--- src/wbcd_pkg.sv ---
// ----------------------------------------------------------------------------
// wbcd_pkg
// Shared types and constants for the base-w digit splitter with checksum.
// ----------------------------------------------------------------------------
package wbcd_pkg;

  // Widths fixed by the register and field definitions.
  localparam int unsigned ByteW      = 8;
  localparam int unsigned SelW       = 2;
  localparam int unsigned MsgCntW    = 10;
  localparam int unsigned CsumCntW   = 5;
  localparam int unsigned SumW       = 17;
  localparam int unsigned ShiftW     = 7;
  localparam int unsigned BitsW      = 4;
  localparam int unsigned CfgIdxW    = 2;
  localparam int unsigned CfgDataW   = 10;
  localparam int unsigned MaxCsumDig = 16;

  // Default for the largest message digit count.
  localparam int unsigned MaxMessageDigitsDef = 512;

  // Queue between the front and the back.
  localparam int unsigned FifoDepth = 2;
  localparam int unsigned FifoCntW  = $clog2(FifoDepth + 1);
  localparam int unsigned FifoPtrW  = $clog2(FifoDepth);

  // Register reset values.
  localparam logic [SelW-1:0]     WidthSelRst  = SelW'(2);
  localparam logic [MsgCntW-1:0]  MsgDigitsRst = MsgCntW'(64);
  localparam logic [CsumCntW-1:0] CsumDigitsRst = CsumCntW'(3);

  // Configuration register indexes.
  typedef enum logic [CfgIdxW-1:0] {
    CFG_WIDTH_SEL   = 2'd0,
    CFG_MSG_DIGITS  = 2'd1,
    CFG_CSUM_DIGITS = 2'd2
  } wbcd_cfg_idx_e;

  // Current configuration as seen by the back end.
  typedef struct packed {
    logic [SelW-1:0]     width_sel;
    logic [MsgCntW-1:0]  msg_digits;
    logic [CsumCntW-1:0] csum_digits;
  } wbcd_cfg_t;

  // Head of the byte queue.
  typedef struct packed {
    logic             valid;
    logic [ByteW-1:0] data;
  } wbcd_head_t;

  // Queue status for the top level.
  typedef struct packed {
    logic [FifoCntW-1:0] count;
    logic                full;
  } wbcd_fifo_stat_t;

endpackage

--- src/wbcd_front.sv ---
// ----------------------------------------------------------------------------
// wbcd_front
// Accepts message bytes and holds them in a short queue for the back end.
// ----------------------------------------------------------------------------
module wbcd_front (
  input  logic                      clk_i,
  input  logic                      rst_ni,
  input  logic                      in_valid_i,
  output logic                      in_stall_o,
  input  logic [wbcd_pkg::ByteW-1:0] msg_byte_i,
  output wbcd_pkg::wbcd_head_t      head_o,
  input  logic                      pop_i,
  output wbcd_pkg::wbcd_fifo_stat_t stat_o
);
  import wbcd_pkg::*;

  logic [ByteW-1:0]    mem_q [FifoDepth];
  logic [FifoPtrW-1:0] wr_ptr_q, wr_ptr_d;
  logic [FifoPtrW-1:0] rd_ptr_q, rd_ptr_d;
  logic [FifoCntW-1:0] cnt_q, cnt_d;
  logic                push, pop;

  // A beat is taken whenever there is room in the queue.
  assign in_stall_o = (cnt_q == FifoCntW'(FifoDepth));
  assign push       = in_valid_i && !in_stall_o;
  assign pop        = pop_i && (cnt_q != '0);

  always_comb begin
    wr_ptr_d = wr_ptr_q;
    rd_ptr_d = rd_ptr_q;
    cnt_d    = cnt_q;
    if (push) begin
      wr_ptr_d = (wr_ptr_q == FifoPtrW'(FifoDepth - 1)) ? '0 : wr_ptr_q + 1'b1;
    end
    if (pop) begin
      rd_ptr_d = (rd_ptr_q == FifoPtrW'(FifoDepth - 1)) ? '0 : rd_ptr_q + 1'b1;
    end
    if (push && !pop) begin
      cnt_d = cnt_q + 1'b1;
    end else if (!push && pop) begin
      cnt_d = cnt_q - 1'b1;
    end
  end

  // Pointers and fill level.
  always_ff @(posedge clk_i or negedge rst_ni) begin
    if (!rst_ni) begin
      wr_ptr_q <= '0;
      rd_ptr_q <= '0;
      cnt_q    <= '0;
    end else begin
      wr_ptr_q <= wr_ptr_d;
      rd_ptr_q <= rd_ptr_d;
      cnt_q    <= cnt_d;
    end
  end

  // Byte storage.
  always_ff @(posedge clk_i) begin
    if (push) begin
      mem_q[wr_ptr_q] <= msg_byte_i;
    end
  end

  assign head_o.valid = (cnt_q != '0);
  assign head_o.data  = mem_q[rd_ptr_q];
  assign stat_o.count = cnt_q;
  assign stat_o.full  = in_stall_o;

endmodule

--- src/wbcd_back.sv ---
// ----------------------------------------------------------------------------
// wbcd_back
// Splits queued bytes into base-w digits, keeps the checksum and emits its
// digits after the last message digit, one result per cycle unless stalled.
// ----------------------------------------------------------------------------
module wbcd_back #(
  parameter int unsigned MaxMessageDigits = wbcd_pkg::MaxMessageDigitsDef
) (
  input  logic                          clk_i,
  input  logic                          rst_ni,
  input  wbcd_pkg::wbcd_cfg_t           cfg_i,
  input  wbcd_pkg::wbcd_head_t          head_i,
  output logic                          pop_o,
  output logic                          out_valid_o,
  input  logic                          out_stall_i,
  output logic [wbcd_pkg::ByteW-1:0]    digit_o,
  output logic [wbcd_pkg::MsgCntW-1:0]  position_o,
  output logic                          is_checksum_o,
  output logic                          last_o
);
  import wbcd_pkg::*;

  typedef enum logic {
    ST_MSG,
    ST_CSUM
  } state_e;

  state_e              state_q, state_d;
  logic [BitsW-1:0]    bits_q, bits_d;
  logic [MsgCntW-1:0]  cnt_q, cnt_d;
  logic [SumW-1:0]     sum_q, sum_d;
  logic [ShiftW-1:0]   sh_q, sh_d;
  logic [MsgCntW-1:0]  pos_q, pos_d;
  logic [3:0]          csi_q, csi_d;
  logic                out_valid_q, out_valid_d;
  logic [ByteW-1:0]    digit_q, digit_d;
  logic [MsgCntW-1:0]  position_q, position_d;
  logic                is_cs_q, is_cs_d;
  logic                last_q, last_d;

  logic [BitsW-1:0]    lg;
  logic [ByteW-1:0]    mask;
  logic [MsgCntW-1:0]  md;
  logic [3:0]          cd_m1;
  logic [ShiftW-1:0]   sh_init;
  logic                advance;
  logic [BitsW-1:0]    nb;
  logic [ByteW-1:0]    msg_dig;
  logic [ByteW-1:0]    cs_dig;
  logic [MsgCntW:0]    cnt_inc;
  logic                cs_last;

  // Effective digit width and clamped counts.
  always_comb begin
    lg   = BitsW'(1) << cfg_i.width_sel;
    mask = ByteW'((9'd1 << lg) - 9'd1);
    if (cfg_i.msg_digits == '0) begin
      md = MsgCntW'(1);
    end else if (32'(cfg_i.msg_digits) > MaxMessageDigits) begin
      md = MsgCntW'(MaxMessageDigits);
    end else begin
      md = cfg_i.msg_digits;
    end
    if (cfg_i.csum_digits == '0) begin
      cd_m1 = '0;
    end else if (32'(cfg_i.csum_digits) > MaxCsumDig) begin
      cd_m1 = 4'(MaxCsumDig - 1);
    end else begin
      cd_m1 = 4'(cfg_i.csum_digits - 1'b1);
    end
    sh_init = ShiftW'({3'b000, cd_m1} << cfg_i.width_sel);
  end

  // Digit extraction for both phases.
  assign advance = !out_valid_q || !out_stall_i;
  assign nb      = bits_q - lg;
  assign msg_dig = (head_i.data >> nb) & mask;
  assign cs_dig  = (sh_q >= ShiftW'(SumW)) ? '0 : (ByteW'(sum_q >> sh_q) & mask);
  assign cnt_inc = {1'b0, cnt_q} + 1'b1;
  assign cs_last = (csi_q == cd_m1);

  // Next-state logic of the digit sequencer.
  always_comb begin
    state_d     = state_q;
    bits_d      = bits_q;
    cnt_d       = cnt_q;
    sum_d       = sum_q;
    sh_d        = sh_q;
    pos_d       = pos_q;
    csi_d       = csi_q;
    out_valid_d = out_valid_q;
    digit_d     = digit_q;
    position_d  = position_q;
    is_cs_d     = is_cs_q;
    last_d      = last_q;
    pop_o       = 1'b0;
    if (advance) begin
      out_valid_d = 1'b0;
      unique case (state_q)
        ST_MSG: begin
          if (head_i.valid) begin
            if (cnt_q >= md) begin
              // Count already reached: the byte is dropped, checksum follows.
              pop_o   = 1'b1;
              bits_d  = BitsW'(ByteW);
              state_d = ST_CSUM;
              sh_d    = sh_init;
              pos_d   = md;
              csi_d   = '0;
            end else begin
              out_valid_d = 1'b1;
              digit_d     = msg_dig;
              position_d  = cnt_q;
              is_cs_d     = 1'b0;
              last_d      = 1'b0;
              sum_d       = sum_q + SumW'(mask - msg_dig);
              cnt_d       = cnt_inc[MsgCntW-1:0];
              if (cnt_inc >= {1'b0, md}) begin
                pop_o   = 1'b1;
                bits_d  = BitsW'(ByteW);
                state_d = ST_CSUM;
                sh_d    = sh_init;
                pos_d   = md;
                csi_d   = '0;
              end else if (nb < lg) begin
                pop_o  = 1'b1;
                bits_d = BitsW'(ByteW);
              end else begin
                bits_d = nb;
              end
            end
          end
        end
        ST_CSUM: begin
          out_valid_d = 1'b1;
          digit_d     = cs_dig;
          position_d  = pos_q;
          is_cs_d     = 1'b1;
          last_d      = cs_last;
          csi_d       = csi_q + 1'b1;
          sh_d        = sh_q - ShiftW'(lg);
          pos_d       = pos_q + 1'b1;
          if (cs_last) begin
            sum_d   = '0;
            cnt_d   = '0;
            state_d = ST_MSG;
          end
        end
        default: begin
          state_d = ST_MSG;
        end
      endcase
    end
  end

  // State and registered outputs.
  always_ff @(posedge clk_i or negedge rst_ni) begin
    if (!rst_ni) begin
      state_q     <= ST_MSG;
      bits_q      <= BitsW'(ByteW);
      cnt_q       <= '0;
      sum_q       <= '0;
      sh_q        <= '0;
      pos_q       <= '0;
      csi_q       <= '0;
      out_valid_q <= 1'b0;
      digit_q     <= '0;
      position_q  <= '0;
      is_cs_q     <= 1'b0;
      last_q      <= 1'b0;
    end else begin
      state_q     <= state_d;
      bits_q      <= bits_d;
      cnt_q       <= cnt_d;
      sum_q       <= sum_d;
      sh_q        <= sh_d;
      pos_q       <= pos_d;
      csi_q       <= csi_d;
      out_valid_q <= out_valid_d;
      digit_q     <= digit_d;
      position_q  <= position_d;
      is_cs_q     <= is_cs_d;
      last_q      <= last_d;
    end
  end

  assign out_valid_o   = out_valid_q;
  assign digit_o       = digit_q;
  assign position_o    = position_q;
  assign is_checksum_o = is_cs_q;
  assign last_o        = last_q;

endmodule

--- src/wots_base_w_checksum_digits_top.sv ---
// ----------------------------------------------------------------------------
// wots_base_w_checksum_digits_top
// Base-w digit splitter with running checksum for one-time signature chains.
// ----------------------------------------------------------------------------
// Message bytes enter through a two-beat queue and are split, most
// significant bits first, into digits of 1, 2, 4 or 8 bits; each digit leaves
// with its chain position, one result per cycle while the output is not
// stalled and bytes are queued. The byte that completes the message count is
// followed by the checksum digits, the last of which carries last. The
// sequencer's single output register sets this rate; the queue keeps taking
// bytes while a result is stalled, until it is full. Configuration is written
// with cfg_index_i and cfg_data_i only while the block is idle, a rule the
// user must keep; the block does not enforce it. Writes are always accepted.
module wots_base_w_checksum_digits_top #(
  parameter int unsigned MAX_MESSAGE_DIGITS = wbcd_pkg::MaxMessageDigitsDef
) (
  input  logic                           clk_i,
  input  logic                           rst_ni,
  input  logic                           in_valid_i,
  output logic                           in_stall_o,
  input  logic [wbcd_pkg::ByteW-1:0]     msg_byte_i,
  output logic                           out_valid_o,
  input  logic                           out_stall_i,
  output logic [wbcd_pkg::ByteW-1:0]     digit_o,
  output logic [wbcd_pkg::MsgCntW-1:0]   position_o,
  output logic                           is_checksum_o,
  output logic                           last_o,
  input  logic                           cfg_valid_i,
  output logic                           cfg_ready_o,
  input  logic [wbcd_pkg::CfgIdxW-1:0]   cfg_index_i,
  input  logic [wbcd_pkg::CfgDataW-1:0]  cfg_data_i
);
  import wbcd_pkg::*;

  wbcd_cfg_t       cfg_q, cfg_d;
  wbcd_head_t      head;
  wbcd_fifo_stat_t fifo_stat;
  logic            pop;
  logic [ByteW-1:0] cfg_mask;

  // Configuration registers.
  assign cfg_ready_o = 1'b1;

  always_comb begin
    cfg_d = cfg_q;
    if (cfg_valid_i && cfg_ready_o) begin
      unique case (wbcd_cfg_idx_e'(cfg_index_i))
        CFG_WIDTH_SEL:   cfg_d.width_sel   = cfg_data_i[SelW-1:0];
        CFG_MSG_DIGITS:  cfg_d.msg_digits  = cfg_data_i[MsgCntW-1:0];
        CFG_CSUM_DIGITS: cfg_d.csum_digits = cfg_data_i[CsumCntW-1:0];
        default:         cfg_d = cfg_q;
      endcase
    end
  end

  always_ff @(posedge clk_i or negedge rst_ni) begin
    if (!rst_ni) begin
      cfg_q.width_sel   <= WidthSelRst;
      cfg_q.msg_digits  <= MsgDigitsRst;
      cfg_q.csum_digits <= CsumDigitsRst;
    end else begin
      cfg_q <= cfg_d;
    end
  end

  // Front end: byte queue.
  wbcd_front u_front (
    .clk_i      (clk_i),
    .rst_ni     (rst_ni),
    .in_valid_i (in_valid_i),
    .in_stall_o (in_stall_o),
    .msg_byte_i (msg_byte_i),
    .head_o     (head),
    .pop_i      (pop),
    .stat_o     (fifo_stat)
  );

  // Back end: digit sequencer and output register.
  wbcd_back #(
    .MaxMessageDigits (MAX_MESSAGE_DIGITS)
  ) u_back (
    .clk_i         (clk_i),
    .rst_ni        (rst_ni),
    .cfg_i         (cfg_q),
    .head_i        (head),
    .pop_o         (pop),
    .out_valid_o   (out_valid_o),
    .out_stall_i   (out_stall_i),
    .digit_o       (digit_o),
    .position_o    (position_o),
    .is_checksum_o (is_checksum_o),
    .last_o        (last_o)
  );

  // Largest digit value for the current width.
  assign cfg_mask = ByteW'((9'd1 << (4'd1 << cfg_q.width_sel)) - 9'd1);

  // The final beat of a message always belongs to the checksum part.
  assert property (@(posedge clk_i) disable iff (!rst_ni)
    out_valid_o && last_o |-> is_checksum_o)
    else $error("last flagged on a message digit");

  // A digit never exceeds w-1 while the width is unchanged.
  assert property (@(posedge clk_i) disable iff (!rst_ni)
    out_valid_o && $stable(cfg_q.width_sel) |-> digit_o <= cfg_mask)
    else $error("digit wider than the configured width");

  // The queue never holds more beats than it has entries.
  assert property (@(posedge clk_i) disable iff (!rst_ni)
    fifo_stat.count <= FifoCntW'(FifoDepth))
    else $error("byte queue overfilled");

  // The queue refuses beats exactly when full.
  assert property (@(posedge clk_i) disable iff (!rst_ni)
    fifo_stat.full == (fifo_stat.count == FifoCntW'(FifoDepth)))
    else $error("queue stall out of step with fill level");

endmodule

--- config.mk ---
export PLATFORM = sky130hd
export DESIGN_NAME = wots_base_w_checksum_digits_top
export DESIGN_NICKNAME = d
export VERILOG_FILES = /design/src/wbcd_pkg.sv /design/src/wbcd_front.sv /design/src/wbcd_back.sv /design/src/wots_base_w_checksum_digits_top.sv
export SDC_FILE = /design/constraint.sdc
export NUM_CORES = 1
export LEC_CHECK = 0
export ABC_AREA = 1
export BUFFER_PORTS_ARGS = -buffer_cell sky130_fd_sc_hd__buf_2
export CAP_MARGIN = 10
export CORE_UTILIZATION = 62
export DETAILED_ROUTE_END_ITERATION = 16
export PLACE_DENSITY = 0.84
export SLEW_MARGIN = 5
export SYNTH_ARGS = -nofsm -noshare
export SYNTH_HDL_FRONTEND = slang
export SYNTH_HIERARCHICAL = 1
export SYNTH_SLANG_ARGS = --single-unit
--- constraint.sdc ---
create_clock -name clk_i -period 4.53 [get_ports clk_i]
set_input_delay 0.906 -clock clk_i [delete_from_list [all_inputs] [get_ports clk_i]]
set_output_delay 0.906 -clock clk_i [all_outputs]
set_load 0.01 [all_outputs]
==> impl_metrics.json <==
{
  "rsz0062_at_grt": "no",
  "power.leakage_nw": 4.364,
  "p_clk_share_pct": 15.0,
  "num_vias": 7491,
  "ios": 48,
  "track_usage_pct": 30.76,
  "cp_slowest_stage_delay_ns": 0.62,
  "wl_per_cell_um": 14.85,
  "ant_nets": 0,
  "cp-start-kind": "register",
  "hold_viol_final": 0,
  "syn_area_um2": 7984,
  "nNetsFinal": 1200,
  "place_inst": 1282,
  "p_per_area_nw_per_um2": 687.4,
  "cts_tree": "built",
  "antenna_cells": 0,
  "reg2reg_slack_ns": 0.35,
  "period_minus_slack_ns": 4.185,
  "area_growth_pct": 7.977,
  "grt_pass1_vias": 6770,
  "pwr-share-comb_pct": 57.0,
  "cts_buffers": 9,
  "path_max_fanout": 10,
  "gp_congestion": 0.9830,
  "path_delay_family": "compound AO/OA/AOI/OAI gates",
  "overflow": 0,
  "drt_iter0_drc": 559,
  "tightest_slew_ns": 0.9090,
  "cts_root_buf": "clkbuf_16",
  "grt_pass1_wl_mm": 32.06,
  "tns_ns": 0,
  "start_util_pct": 63.52,
  "dp_slack_ns": 0.2211,
  "syn-num-nets": 1170,
  "switching_power_mw": 2.939,
  "report.final.slew_viol_count": 0,
  "path_clk_slew_ns": 0.08,
  "vias_per_cell": 5.771,
  "crit_required_ns": 4.78,
  "dr.pass1.iters": 5,
  "ir_drop_mv": 0.3495,
  "hp-class": "reg -> reg",
  "synthCells": 1091,
  "clkLatencyLatePin_ns": 0.36,
  "row_count": 41,
  "path_cells": "nor2_4 -> nand2_4 -> inv_1 -> fa_2 -> inv_1 -> nand2_1 -> o21ai_0 -> a21oi_1 -> o21ai_1 -> nand2_1 -> ha_1 -> ha_1 -> nand2_1 -> nor2_1 -> a21oi_2 -> o21ai_0 -> a21boi_0 -> o21ai_0 -> a21oi_1 -> o21ai_0 -> nand2_1",
  "die_w_um": 115.5,
  "arrival_ns": 4.44,
  "drc": 0,
  "end_kind": "register",
  "layout-drive-gt1-share_pct": 10.66,
  "ys_warn_count": 6,
  "p_sw_share_pct": 49.59,
  "totalWireLength_mm": 19.28,
  "core_um2": 12570,
  "cts_htree_levels": 3,
  "synth.avg_cell_area_um2": 7.318,
  "antenna_found_initial": 0,
  "intPower_mw": 2.987,
  "fin_crit_sh_pct": 92.38,
  "fin_cells": 1298,
  "relSlewSlack_pct": 39.40,
  "clockBufferDepth": 2,
  "cpMaxStageDelayCell": "dfstp_2",
  "fmax_mhz": 239.0,
  "port_buffers": 46,
  "status": "completed",
  "worst-setup-path-type": "reg -> reg",
  "hold_ws_ns": 0.4697,
  "seqPwrFrac_pct": 28.0,
  "finalSetupViolCount": 0,
  "worst_slack_ns": 0.3452,
  "crit_buf_inv": 2,
  "place_hpwl_mm": 14.38,
  "fin_skew_ns": 0.007235,
  "max_cap_violations": 0,
  "die_h_um": 115.5,
  "clock_sinks": 111,
  "die_area_um2": 13340,
  "grt_max_degree": 72
}
==> worst reg2reg max path, stage by stage (launching register included) <==
cell      delay (ns)
dfstp_2         0.62
nor2_4          0.09
nand2_4         0.09
inv_1           0.05
fa_2            0.62
inv_1           0.16
nand2_1         0.09
o21ai_0         0.09
a21oi_1         0.13
o21ai_1         0.10
nand2_1         0.10
ha_1            0.27
ha_1            0.29
nand2_1         0.07
nor2_1          0.16
a21oi_2         0.10
o21ai_0         0.34
a21boi_0        0.21
o21ai_0         0.25
a21oi_1         0.09
o21ai_0         0.08
nand2_1         0.07
==> per-stage QoR <==
step	instance area [um2]	util [%]	total power [mW]
after CTS	8610	68.50	5.846
after global placement	8280	65.88	4.868
after global routing	8621	68.59	6.424
final	8621	68.59	5.926
after detailed placement	8280	65.88	4.938
after floorplan	7984	-	4.132
==> worst paths after layout <==
check,cells after the start,from,end
max,21,cfg_q[16],u_back/sum_q[11]
min,2,cfg_q[0],cfg_q[0]
min reg2reg,2,cfg_q[0],cfg_q[0]
max reg2reg,21,cfg_q[16],u_back/sum_q[11]
max in group asynchronous,2,rst_ni,u_back/sum_q[4]
min in group asynchronous,1,rst_ni,u_back/sum_q[9]
==> sequential cells by signal (all words and copies together), names as in the netlist, 2 cells and up <==
name,count
u_back/sh_q,7
u_back/pos_q,10
u_back/csi_q,4
u_front/mem_q,16
cfg_q,17
u_back/sum_q,17
u_back/cnt_q,10
u_back/digit_o,8
u_back/bits_q,4
u_back/position_o,10
u_front/cnt_q,2
==> final cells by class <==
cell class	count	area, um2
clock inverter	7	103.9
clock buffer	9	225.2
inverter	101	379.1
timing repair buffer	57	315.3
sequential	111	2865
fill	1084	3948
tap	172	215.2
multi-input combinational	841	4517
==> what timing repair did <==
action	in CTS	in global routing
setup endpoints to repair	0	6
hold buffers	0	0
gates resized for setup	0	5
buffers inserted	0	0
==> layer usage <==
| metal | wire length (um) | vias to the layer above | track usage, % |
|---|---|---|---|
| li1 | - | 3700 | - |
| met1 | 8658 | 3480 | 42.22 |
| met2 | 8923 | 283 | 49.34 |
| met3 | 1346 | 28 | 6.119 |
| met4 | 351 | 0 | 9.264 |
| met5 | 0 | - | 0 |
==> power by group through the flow <==
stage                     logic, mW  clock network, mW  registers [mW]
after global placement         3.21                  0            1.66
after floorplan                2.56                  0            1.57
after global routing           3.80              0.926            1.70
final                          3.38              0.887            1.66
after CTS                      3.29              0.902            1.65
after detailed placement       3.27                  0            1.66
==> cell usage in the layout (no fill, tap or decap), drive strengths merged, types with 2 or more instances in the layout <==
cell type    n
nand4       24
clkbuf       9
clkinv       3
nor2        66
o21bai       2
a21oi       51
or2          2
buf         57
xnor2        9
dfrtp       90
o211ai       8
edfxtp      16
o22ai        4
conb         3
o221ai       5
xor2        20
a211oi       3
a31oi        8
a21boi       2
dfstp        5
o21a         2
ha          51
clkinvlp     2
nand3b       3
o21ai      122
nor3         9
nand2      343
inv        101
nand3       92
a21o         2
bufinv       2
fa           3
(Power assumes the default switching activity.)
